## src/rtl/sfcs_pkg.sv

```systemverilog
`default_nettype none

package sfcs_pkg;

    localparam int TABLE_DEPTH = 1024;
    localparam int ADDR_W      = $clog2(TABLE_DEPTH);
    localparam int SPAN_W      = $clog2(TABLE_DEPTH + 1);
    localparam int VALUE_W     = 32;
    localparam int CFG_W       = 11;
    localparam int INDEX_W     = 10;

    localparam int IN_FIELDS_W = INDEX_W + 2 * VALUE_W;
    localparam int IN_TDATA_W  = ((IN_FIELDS_W + 7) / 8) * 8;
    localparam int OUT_TDATA_W = 2 * VALUE_W;
    localparam int OUT_TUSER_W = 2;

    localparam logic CMD_WRITE = 1'b0;
    localparam logic CMD_QUERY = 1'b1;

    typedef struct packed {
        logic               en;
        logic [ADDR_W-1:0]  addr;
        logic [VALUE_W-1:0] data;
    } tbl_wr_t;

    typedef struct packed {
        logic [ADDR_W-1:0] addr_floor;
        logic [ADDR_W-1:0] addr_ceil;
    } tbl_rd_t;

endpackage

`default_nettype wire

```

## src/rtl/sfcs_search.sv

```systemverilog
`default_nettype none

module sfcs_search (
    input  wire logic                              aclk,
    input  wire logic                              aresetn,
    input  wire logic                              query_start,
    input  wire logic [sfcs_pkg::VALUE_W-1:0]      query_key,
    input  wire logic [sfcs_pkg::SPAN_W-1:0]       used_count,
    output logic                                   idle,
    output sfcs_pkg::tbl_rd_t                      rd,
    input  wire logic [sfcs_pkg::VALUE_W-1:0]      rdata_floor,
    input  wire logic [sfcs_pkg::VALUE_W-1:0]      rdata_ceil,
    output logic                                   m_valid,
    input  wire logic                              m_ready,
    output logic [sfcs_pkg::OUT_TDATA_W-1:0]       m_data,
    output logic [sfcs_pkg::OUT_TUSER_W-1:0]       m_user
);
    import sfcs_pkg::*;

    localparam logic [1:0] ST_IDLE  = 2'd0;
    localparam logic [1:0] ST_PROBE = 2'd1;
    localparam logic [1:0] ST_CHECK = 2'd2;
    localparam logic [1:0] ST_DONE  = 2'd3;

    logic [1:0]         state_reg, state_next;
    // half-open windows [lo, hi) for each search
    logic [SPAN_W-1:0]  fl_lo_reg, fl_lo_next, fl_hi_reg, fl_hi_next;
    logic [SPAN_W-1:0]  cl_lo_reg, cl_lo_next, cl_hi_reg, cl_hi_next;
    logic [VALUE_W-1:0] key_reg, key_next;
    logic [VALUE_W-1:0] fl_best_reg, fl_best_next, cl_best_reg, cl_best_next;
    logic               fl_found_reg, fl_found_next, cl_found_reg, cl_found_next;
    logic               m_valid_reg, m_valid_next;
    logic [OUT_TDATA_W-1:0] m_data_reg, m_data_next;
    logic [OUT_TUSER_W-1:0] m_user_reg, m_user_next;

    logic              fl_active, cl_active;
    logic [SPAN_W:0]   fl_sum, cl_sum;
    logic [ADDR_W-1:0] fl_mid, cl_mid;
    logic              fl_take, cl_take;

    assign fl_active = fl_lo_reg < fl_hi_reg;
    assign cl_active = cl_lo_reg < cl_hi_reg;
    // floor((low + high) / 2) with high = hi - 1; only used while the window is open
    assign fl_sum = {1'b0, fl_lo_reg} + {1'b0, fl_hi_reg} - (SPAN_W + 1)'(1);
    assign cl_sum = {1'b0, cl_lo_reg} + {1'b0, cl_hi_reg} - (SPAN_W + 1)'(1);
    assign fl_mid = fl_sum[ADDR_W:1];
    assign cl_mid = cl_sum[ADDR_W:1];

    assign rd.addr_floor = fl_mid;
    assign rd.addr_ceil  = cl_mid;

    assign fl_take = $signed(rdata_floor) <= $signed(key_reg);
    assign cl_take = $signed(rdata_ceil)  >= $signed(key_reg);

    always_comb begin
        state_next    = state_reg;
        fl_lo_next    = fl_lo_reg;
        fl_hi_next    = fl_hi_reg;
        cl_lo_next    = cl_lo_reg;
        cl_hi_next    = cl_hi_reg;
        key_next      = key_reg;
        fl_best_next  = fl_best_reg;
        cl_best_next  = cl_best_reg;
        fl_found_next = fl_found_reg;
        cl_found_next = cl_found_reg;
        m_valid_next  = m_valid_reg;
        m_data_next   = m_data_reg;
        m_user_next   = m_user_reg;

        if (m_valid_reg && m_ready) begin
            m_valid_next = 1'b0;
        end

        case (state_reg)
            ST_IDLE: begin
                if (query_start) begin
                    fl_lo_next    = '0;
                    fl_hi_next    = used_count;
                    cl_lo_next    = '0;
                    cl_hi_next    = used_count;
                    key_next      = query_key;
                    fl_best_next  = '0;
                    cl_best_next  = '0;
                    fl_found_next = 1'b0;
                    cl_found_next = 1'b0;
                    state_next    = ST_PROBE;
                end
            end
            ST_PROBE: begin
                // read addresses go out this cycle, data is compared next cycle
                if (fl_active || cl_active) begin
                    state_next = ST_CHECK;
                end else begin
                    state_next = ST_DONE;
                end
            end
            ST_CHECK: begin
                if (fl_active) begin
                    if (fl_take) begin
                        fl_best_next  = rdata_floor;
                        fl_found_next = 1'b1;
                        fl_lo_next    = SPAN_W'(fl_mid) + SPAN_W'(1);
                    end else begin
                        fl_hi_next    = SPAN_W'(fl_mid);
                    end
                end
                if (cl_active) begin
                    if (cl_take) begin
                        cl_best_next  = rdata_ceil;
                        cl_found_next = 1'b1;
                        cl_hi_next    = SPAN_W'(cl_mid);
                    end else begin
                        cl_lo_next    = SPAN_W'(cl_mid) + SPAN_W'(1);
                    end
                end
                state_next = ST_PROBE;
            end
            ST_DONE: begin
                if (!m_valid_reg || m_ready) begin
                    m_valid_next = 1'b1;
                    m_data_next  = {cl_best_reg, fl_best_reg};
                    m_user_next  = {cl_found_reg, fl_found_reg};
                    state_next   = ST_IDLE;
                end
            end
            default: begin
                state_next = ST_IDLE;
            end
        endcase
    end

    always_ff @(posedge aclk) begin
        if (!aresetn) begin
            state_reg   <= ST_IDLE;
            m_valid_reg <= 1'b0;
        end else begin
            state_reg   <= state_next;
            m_valid_reg <= m_valid_next;
        end
    end

    always_ff @(posedge aclk) begin
        fl_lo_reg    <= fl_lo_next;
        fl_hi_reg    <= fl_hi_next;
        cl_lo_reg    <= cl_lo_next;
        cl_hi_reg    <= cl_hi_next;
        key_reg      <= key_next;
        fl_best_reg  <= fl_best_next;
        cl_best_reg  <= cl_best_next;
        fl_found_reg <= fl_found_next;
        cl_found_reg <= cl_found_next;
        m_data_reg   <= m_data_next;
        m_user_reg   <= m_user_next;
    end

    assign idle    = state_reg == ST_IDLE;
    assign m_valid = m_valid_reg;
    assign m_data  = m_data_reg;
    assign m_user  = m_user_reg;

endmodule

`default_nettype wire

```

## config.mk

```make
export PLATFORM = sky130hd
export DESIGN_NAME = sfcs_search
export DESIGN_NICKNAME = d
export VERILOG_FILES = /design/src/rtl/sfcs_pkg.sv /design/src/rtl/sfcs_search.sv
export SDC_FILE = /design/constraint.sdc
export NUM_CORES = 1
export LEC_CHECK = 0
export ABC_AREA = 1
export BUFFER_PORTS_ARGS = -buffer_cell sky130_fd_sc_hd__buf_2
export CAP_MARGIN = 0
export CORE_ASPECT_RATIO = 0.75
export CORE_UTILIZATION = 35
export CTS_CLUSTER_DIAMETER = 80
export CTS_CLUSTER_SIZE = 12
export DETAILED_ROUTE_END_ITERATION = 10
export PLACE_DENSITY = 0.55
export SLEW_MARGIN = 10
export SYNTH_ARGS = -nofsm -noshare
export SYNTH_HDL_FRONTEND = slang
export SYNTH_SLANG_ARGS = --single-unit
```

## constraint.sdc

```tcl
create_clock -name aclk -period 5.45 [get_ports aclk]
set_input_delay 0.8175 -clock aclk [delete_from_list [all_inputs] [get_ports aclk]]
set_output_delay 0.8175 -clock aclk [all_outputs]
set_load 0.01 [all_outputs]
```

**Word level (Yosys, flattened, before mapping)**

Cells that the tools add are included.

- Register bits: 211
- Input port bits: 111
- Output and inout bits: 88
- Logic and storage cells: 82

- Add/subtract/negate cells: 6
- $lt $le $gt $ge: 4
- Eq/ne operators: 11
- Mux-type cells: 35
- Reduce and logical (&&, ||, !) cells: 13

Operators with widths:

| kind | count |
|---|---|
| $mux W32 | 5 |
| $pmux W32 S2 | 2 |
| $mux W11 | 10 |
| $pmux W11 S2 | 4 |
| $ge A32 B32 Y1 | 1 |
| $le A32 B32 Y1 | 1 |
| $add A10 B1 Y11 const B | 2 |
| $add A11 B11 Y11 | 2 |
| $lt A11 B11 Y1 | 2 |
| $sub A11 B1 Y11 const B | 2 |
| $ne A2 B2 Y1 const B | 8 |
| $reduce_and A4 Y1 | 4 |
| $mux W1 | 9 |
| $pmux W2 S4 | 1 |
| $reduce_and A2 Y1 | 3 |
| $eq A2 B2 Y1 const B | 2 |
| $mux W2 | 2 |
| $pmux W1 S2 | 2 |
| $eq A2 B1 Y1 const B | 1 |
| $logic_not A2 Y1 | 1 |
| $logic_or A1 B1 Y1 | 2 |
| $reduce_bool A2 Y1 | 1 |
| $logic_and A1 B1 Y1 | 1 |
| $logic_not A1 Y1 | 1 |

**Logic depth before layout (Yosys ltp)**

Gate-level depths: netlist of the first run.

- Depth in word-level cells: 6
- Depth in mapped cells: 18
- Gate-level depth less buffers: 18

**Worst setup path before layout of the first run**

No wires, ideal clock.

- Path type: in2reg
- Start: in m_ready
- End: reg m_data_reg[0], in the netlist m_data[0] (enable)
- Setup time: 0.491 ns
- Arrival time: 3.645 ns
- Required time: 4.959 ns
- Slack: 1.314 ns
- Stages: 2
- Buffers on the path: 0
- Path through: nor2_1 nor2_1

- Cells in the longest elaborated chain, start to end: 2

Ends and longest elaborated chain:

| item | line | text |
|---|---|---|
| start, declared | sfcs_search.sv:14 | `input wire logic m_ready,` |
| $logic_or A1 B1 Y1 | sfcs_search.sv:119 | `if (!m_valid_reg \|\| m_ready) begin` |
| $reduce_and A2 Y1 (no source line) | - |  |
| end signal, assigned | sfcs_search.sv:152 | `m_data_reg <= m_data_next;` |
| end, declared | sfcs_search.sv:33 | `logic [OUT_TDATA_W-1:0] m_data_reg, m_data_next;` |

No other way between the ends.
A chain may end at the register's enable or synchronous reset.

==> results by group, run 1 <==
Yosys
  • Cell count after synthesis: 1,071
  • Syn_nets: ~1,300
  • Cell taking the most area after synthesis: edfxtp_1
  • Synth async-reset ratio: 0
  • YS warnings: 0
  • Post-synth EDFFs: roughly 210
  • Post-synthesis register bit count: 211
  • Dominant cells by area after synthesis: edfxtp_1 56%, ha_1 14%, inv_1 8.3%
  • Primary FF master, synth: edfxtp_1
  • Mapped Area: approximately 11,000 µm²
  • Synth cell types: 37
  • Syn avg cell area: 10.34 µm²
  • Yosys top cell area share: 0.5641
  • Post-synthesis sequential area ratio: 0.5695

Timing
  • Setup Skew: between 15 and 20 ps
  • Slew HR: 0.2811
  • Total count of hold-check failures in the final report: 0
  • Measured slew at the worst slew-check pin: 1077 ps
  • Total Neg Setup Slack: 0 ps
  • Endpoints failing setup: 0
  • Slew Limit Fails: 0
  • Post-layout minimum cycle time: roughly 3700 ps
  • RSZ-0062 raised after global routing: false
  • Highest clock rate: between 200 and 300 MHz
  • Final worst path period share: 0.6771

Worst setup path
  • Startpoint Class: flop
  • Crit path top cell by count: inv_1
  • CP peak stage delay: 360 ps
  • CP required: around 4600 ps
  • Slowest CP cell: edfxtp_1
  • Arrival time at the worst endpoint: about 2900 ps
  • Critical-path cell list: inv_1 > ha_1 > inv_1 > ha_1 > a21oi_1 > nand2_2 > nand2_1 > nand3_1 > xor2_1 > inv_1 > buf_2
  • Crit Path Max Fanout: 4
  • Critical Path Sink Type: primary output
  • Crit path kind: reg -> out

Drt
  • Final WL: ~27,000 µm
  • DR iter-0 viols: approximately 380
  • Antenna Nets Post-Route: 0
  • Drt wl/cell: roughly 16 µm
  • TritonRoute pass-1 iters: 6
  • Via count of the routed design: between 7,000 and 8,000
  • Residual DRC: 0
  • Vias/cell: ~4.5

Global route
  • GRT Residual Overflow: 0
  • Tot GR Track Use: 0.1692
  • Largest net degree at the start of global routing: 50
  • First-pass GRT wire length: 42,010 µm
  • Antenna violations before repair: 7
  • Vias in the first global route: between 7,000 and 8,000

CTS
  • Clk sinks: 211
  • Clk buf depth: 3
  • Clock Pin Slew Worst Setup and Hold Paths: 70 ps
  • # Post-CTS Setup Buffers: 0
  • Post_cts resized: 0
  • CTS Root Buffer Type: clkbuf_16
  • CTS buffer count: 21
  • TritonCTS clock tree: done
  • Latest clock arrival within the worst-skew pair: 500 ps
  • Max H-tree Level: 1
  • CTS Hold Bufs: 0

Layout
  • Area grow syn2layout: 18.90%
  • Layout Nets: roughly 1,500
  • Most common cell after layout, fill and taps aside: inv_1
  • Non-Filler Instances: around 1,700
  • Layout cells sized above 1: 0.1971
  • Most frequent cells in the layout: 242 x inv_1, 208 x edfxtp_1, 198 x buf_2
  • Flip-flop count of the largest register after layout: 64

Floorplan
  • CORE AREA: between 30,000 and 40,000 µm²
  • Horiz. Die Dim: 207.4 µm
  • Chip height: ~160 µm
  • Initial Utilization: 0.3551
  • # IOs: 199
  • Rows: between 50 and 60
  • Full die area: 32,360 µm²

Min path
  • HP Class: reg -> reg

Power and ir drop
  • Maximum VDD drop: 0.0001880 V
  • Leak pwr: around 0.0063 µW
  • Pwr per Cell Area: 351.6 nW/µm²

Place
  • Placed insts: around 1,700
  • Port bufs: 198
  • Detailed placement HPWL: ~20,000 µm
  • GPL Wtd Cong: about 0.9

Run status
  • Status: finished, final reports clean

Run
  • Max Cap Viol: 0
[cell type report]
type	instances	area [µm²]
Fill cell	3045	18010
Multi-Input combinational cell	599	3795
Antenna cell	4	10.01
Clock inverter	2	16.27
Tap cell	406	508.0
Inverter	248	932.1
Clock buffer	29	555.5
Sequential cell	211	6306
Timing Repair Buffer	205	1044
[final timing paths]
kind                                       from            to  slack (ps)  cells after the start
worst max-delay path               fl_lo_reg[3]        rd[17]        1760                     11
worst min-delay path            cl_best_reg[19]    m_data[51]         410                      0
worst max register to register     state_reg[1]  cl_hi_reg[9]        2280                      9
worst min register to register  cl_best_reg[19]    m_data[51]         410                      0
[worst max-delay path, delay by kind of cell (launching register included)]
kind            cells  cell delay, ps
compound gates      1             260
xor+xnor            1             350
buf+inv             4             440
simple gates        3             360
flops               1             360
fa+ha+maj           2             610
[cell usage after synthesis (6+ instances only)]
master	number
edfxtp_1	208
ha_1	122
nor2_1	114
nand4_1	14
nand3_1	30
o21ai_0	30
nor3_1	8
nand2_1	173
buf_1	6
o21a_1	6
inv_1	245
a21oi_1	56
[per-stage QoR]
step                      power, µW  instance area, µm²  utilization  hold slack (ps)  worst slack (ps)
after floorplan                2917               11070            -            400.3              1314
after global placement         3356               12580       0.4036            400.5              1705
after detailed placement       3371               12580       0.4036            404.5              1732
after CTS                      4688               13160       0.4220            412.6              1757
after global routing           4950               13160       0.4220            417.4              1549
final                          4630               13170       0.4223            413.0              1760
[power breakdown]
group | total [µW] | internal (µW) | switching [µW]
sequential | 1990 | 1950 | 37.3
combinational | 1340 | 447 | 891
clock | 1300 | 706 | 596
total | 4630 | 3110 | 1520
[routing by layer]
layer,up-vias,share of wire,GRT usage
li1,3910,-,-
met1,3567,0.52,0.2491
met2,181,0.40,0.2482
met3,35,0.063,0.04328
met4,6,0.018,0.03589
met5,-,0.0015,0
[logic make-up (layout without fill, tap and decap cells)]
group / Yosys count / count (layout) / share of synthesized area
buffers and inverters: 261 / 484 / 0.08870
DFF: 211 / 211 / 0.5695
AOI/OAI and AO/OA: 109 / 109 / 0.05367
adders and majority gates: 124 / 124 / 0.1415
other: 0 / 4 / 0
xor gates and xnor gates: 11 / 11 / 0.01412
and+or+nand+nor: 355 / 355 / 0.1325
No activity file was read; power rests on OpenSTA's default activity.
==> inputs of run 2 (changes only) <==
--- a/config.mk
+++ b/config.mk
@@ -13,7 +13,7 @@
 export CTS_CLUSTER_DIAMETER = 80
 export CTS_CLUSTER_SIZE = 12
 export DETAILED_ROUTE_END_ITERATION = 10
-export PLACE_DENSITY = 0.55
+export PLACE_DENSITY = 0.57
 export SLEW_MARGIN = 10
 export SYNTH_ARGS = -nofsm -noshare
 export SYNTH_HDL_FRONTEND = slang
==> constraint.sdc (replaced) <==
create_clock -name aclk -period 3.1 [get_ports aclk]
set_input_delay 0.465 -clock aclk [delete_from_list [all_inputs] [get_ports aclk]]
set_output_delay 0.465 -clock aclk [all_outputs]
set_load 0.01 [all_outputs]
==> results by group, run 2 (synthesis results as in run 1) <==
Run status
  • Status: finished, final reports clean

Global route
  • Largest net degree at the start of global routing: 48 (-4.0%)
  • Tot GR Track Use: 0.1632 (-0.005968)
  • GRT Residual Overflow: 0 (unchanged)
  • Vias in the first global route: 7,555 (+0.27%)
  • Antenna violations before repair: 5 (-2)
  • First-pass GRT wire length: 40,720 µm (-3.1%)

Place
  • DP Area: 12,670 µm² (+0.72%)
  • Detailed placement HPWL: 19,970 µm (-2.0%)
  • Placed insts: 1,676 (+0.42%)
  • Port bufs: 198 (unchanged)
  • GPL Wtd Cong: 0.8515 (-3.9%)

Drt
  • Via count of the routed design: 7,705 (+0.078%)
  • Final WL: 26,290 µm (-2.4%)
  • DR iter-0 viols: 367 (-3.9%)
  • Antenna Nets Post-Route: 0 (unchanged)
  • Drt wl/cell: 15.28 µm (-3.3%)
  • Residual DRC: 0 (unchanged)
  • TritonRoute pass-1 iters: 5 (-1)
  • Vias/cell: 4.480 (-0.85%)

Worst setup path
  • Arrival time at the worst endpoint: 2520 ps (-350 ps)
  • CP required: 2630 ps (-2000 ps)
  • Critical-path cell list: inv_2 > ha_4 > inv_2 > ha_4 > fa_2 > nand3_2 > nand2_4 > nand4_1 > nand2_1 > nand2_1 > and2_4 > inv_4 > buf_6
  • CP peak stage delay: 380 ps (+20 ps)
  • Startpoint Class: flop
  • Critical Path Sink Type: primary output
  • Crit Path Max Fanout: 4 (unchanged)
  • Slowest CP cell: fa_2
  • Crit path kind: reg -> out

Timing
  • Final worst path period share: 0.9623
  • Measured slew at the worst slew-check pin: 595.3 ps (-481.6 ps)
  • Endpoints failing setup: 0 (unchanged)
  • Setup Skew: 18.83 ps (+2.437 ps)
  • Highest clock rate: around 340 MHz
  • RSZ-0062 raised after global routing: true
  • Total Neg Setup Slack: 0 ps (unchanged)
  • Post-layout minimum cycle time: roughly 3000 ps
  • Total count of hold-check failures in the final report: 0 (unchanged)
  • Slew Limit Fails: 0 (unchanged)
  • Slew HR: 0.6022 (+0.3212)

CTS
  • CTS buffer count: 21 (unchanged)
  • Clock Pin Slew Worst Setup and Hold Paths: 60 ps (about the same)
  • Latest clock arrival within the worst-skew pair: 510 ps (about the same)
  • TritonCTS clock tree: done
  • CTS Root Buffer Type: clkbuf_16
  • CTS Hold Bufs: 0 (unchanged)
  • Max H-tree Level: 1 (unchanged)
  • Clk sinks: 211 (unchanged)
  • Clk buf depth: 3 (unchanged)

Layout
  • Most frequent cells in the layout: 230 x inv_1, 208 x edfxtp_1, 196 x buf_2
  • Most common cell after layout, fill and taps aside: inv_1
  • Non-Filler Instances: 1,720 (+0.94%)
  • Area grow syn2layout: 22.99%
  • Layout cells sized above 1: 0.2431 (+0.04608)
  • Final Cell Area: 13,620 µm² (+3.4%)
  • Layout Nets: 1,540 (+1.2%)
  • Flip-flop count of the largest register after layout: 64 (unchanged)

Floorplan
  • Chip height: 156.0 µm (unchanged)
  • # IOs: 199 (unchanged)
  • Initial Utilization: 0.3551 (unchanged)
  • CORE AREA: 31,180 µm² (unchanged)
  • Horiz. Die Dim: 207.4 µm (unchanged)
  • Full die area: 32,360 µm² (unchanged)
  • Rows: 56 (unchanged)

Power and ir drop
  • Pwr per Cell Area: 624.6 nW/µm² (+78%)
  • Final Power: 8506 µW (+84%)
  • Maximum VDD drop: 0.0003543 V (+88%)
  • Leak pwr: 0.006449 µW (+1.9%)

Min path
  • HP Class: in -> reg

Run
  • Max Cap Viol: 0 (unchanged)
-- run 2: changes by cell type in the layout (fill, tap and decap cells not counted), moves of 5 or more --
cell / delta
buf_4: +16
nand2_1: -7
ha_4: +13
nand3_1: -5
inv_2: +11
inv_1: -12
ha_1: -13
-- run 2: worst paths after layout --
check,startpoint,to,slack [ps],cells after the start
worst max-delay path,fl_lo_reg[1],rd[18],120,13
worst min-delay path,query_key[23],key_reg[23],130,1
worst max register to register,fl_lo_reg[1],fl_lo_reg[9],420,14
worst min register to register,fl_best_reg[4],m_data[4],420,0
-- run 2: layer usage --
layer	share of wire	track usage	vias to the layer above
met5	0.00091	0	-
met4	0.012	0.02665	6
met3	0.061	0.04287	27
met2	0.43	0.2564	184
met1	0.49	0.2290	3546
li1	-	-	3942
-- run 2: final cells by class --
| cell class | instances | area, µm² |
|---|---|---|
| Clock buffer | 28 | 551.8 |
| Multi-Input combinational cell | 599 | 4061 |
| Tap cell | 406 | 508.0 |
| Sequential cell | 211 | 6306 |
| Timing Repair Buffer | 224 | 1236 |
| Fill cell | 2962 | 17560 |
| Inverter | 248 | 934.6 |
| Clock inverter | 2 | 16.27 |
| Antenna cell | 2 | 5.005 |
-- run 2: report_power, final --
group          internal (µW)  switching, µW
sequential              3430           65.9
combinational           1070           1680
clock                   1240           1030
total                   5730           2770
-- run 2: timing repair --
action	4_1_cts	5_1_grt
resized for setup	14	47
hold endpoints to repair	0	0
pin swaps	3	21
setup endpoints to repair	8	11
buffers inserted	3	9
-- run 2: critical path, delay by kind of cell (launching register included) --
kind	cells	cell delay [ps]
fa+ha+maj	3	780
simple gates	6	610
flops	1	370
buf+inv	4	240
-- run 2: through the flow --
stage / hold slack, ps / util / setup slack (ps)
detailed placement: 404.5 / 0.4065 / 381.3
finish: 126.2 / 0.4368 / 116.8
global route: 101.8 / 0.4366 / -28.60
floorplan: 400.3 / - / 245.5
CTS: 97.02 / 0.4274 / 1.076
global placement: 400.8 / 0.4065 / 410.0
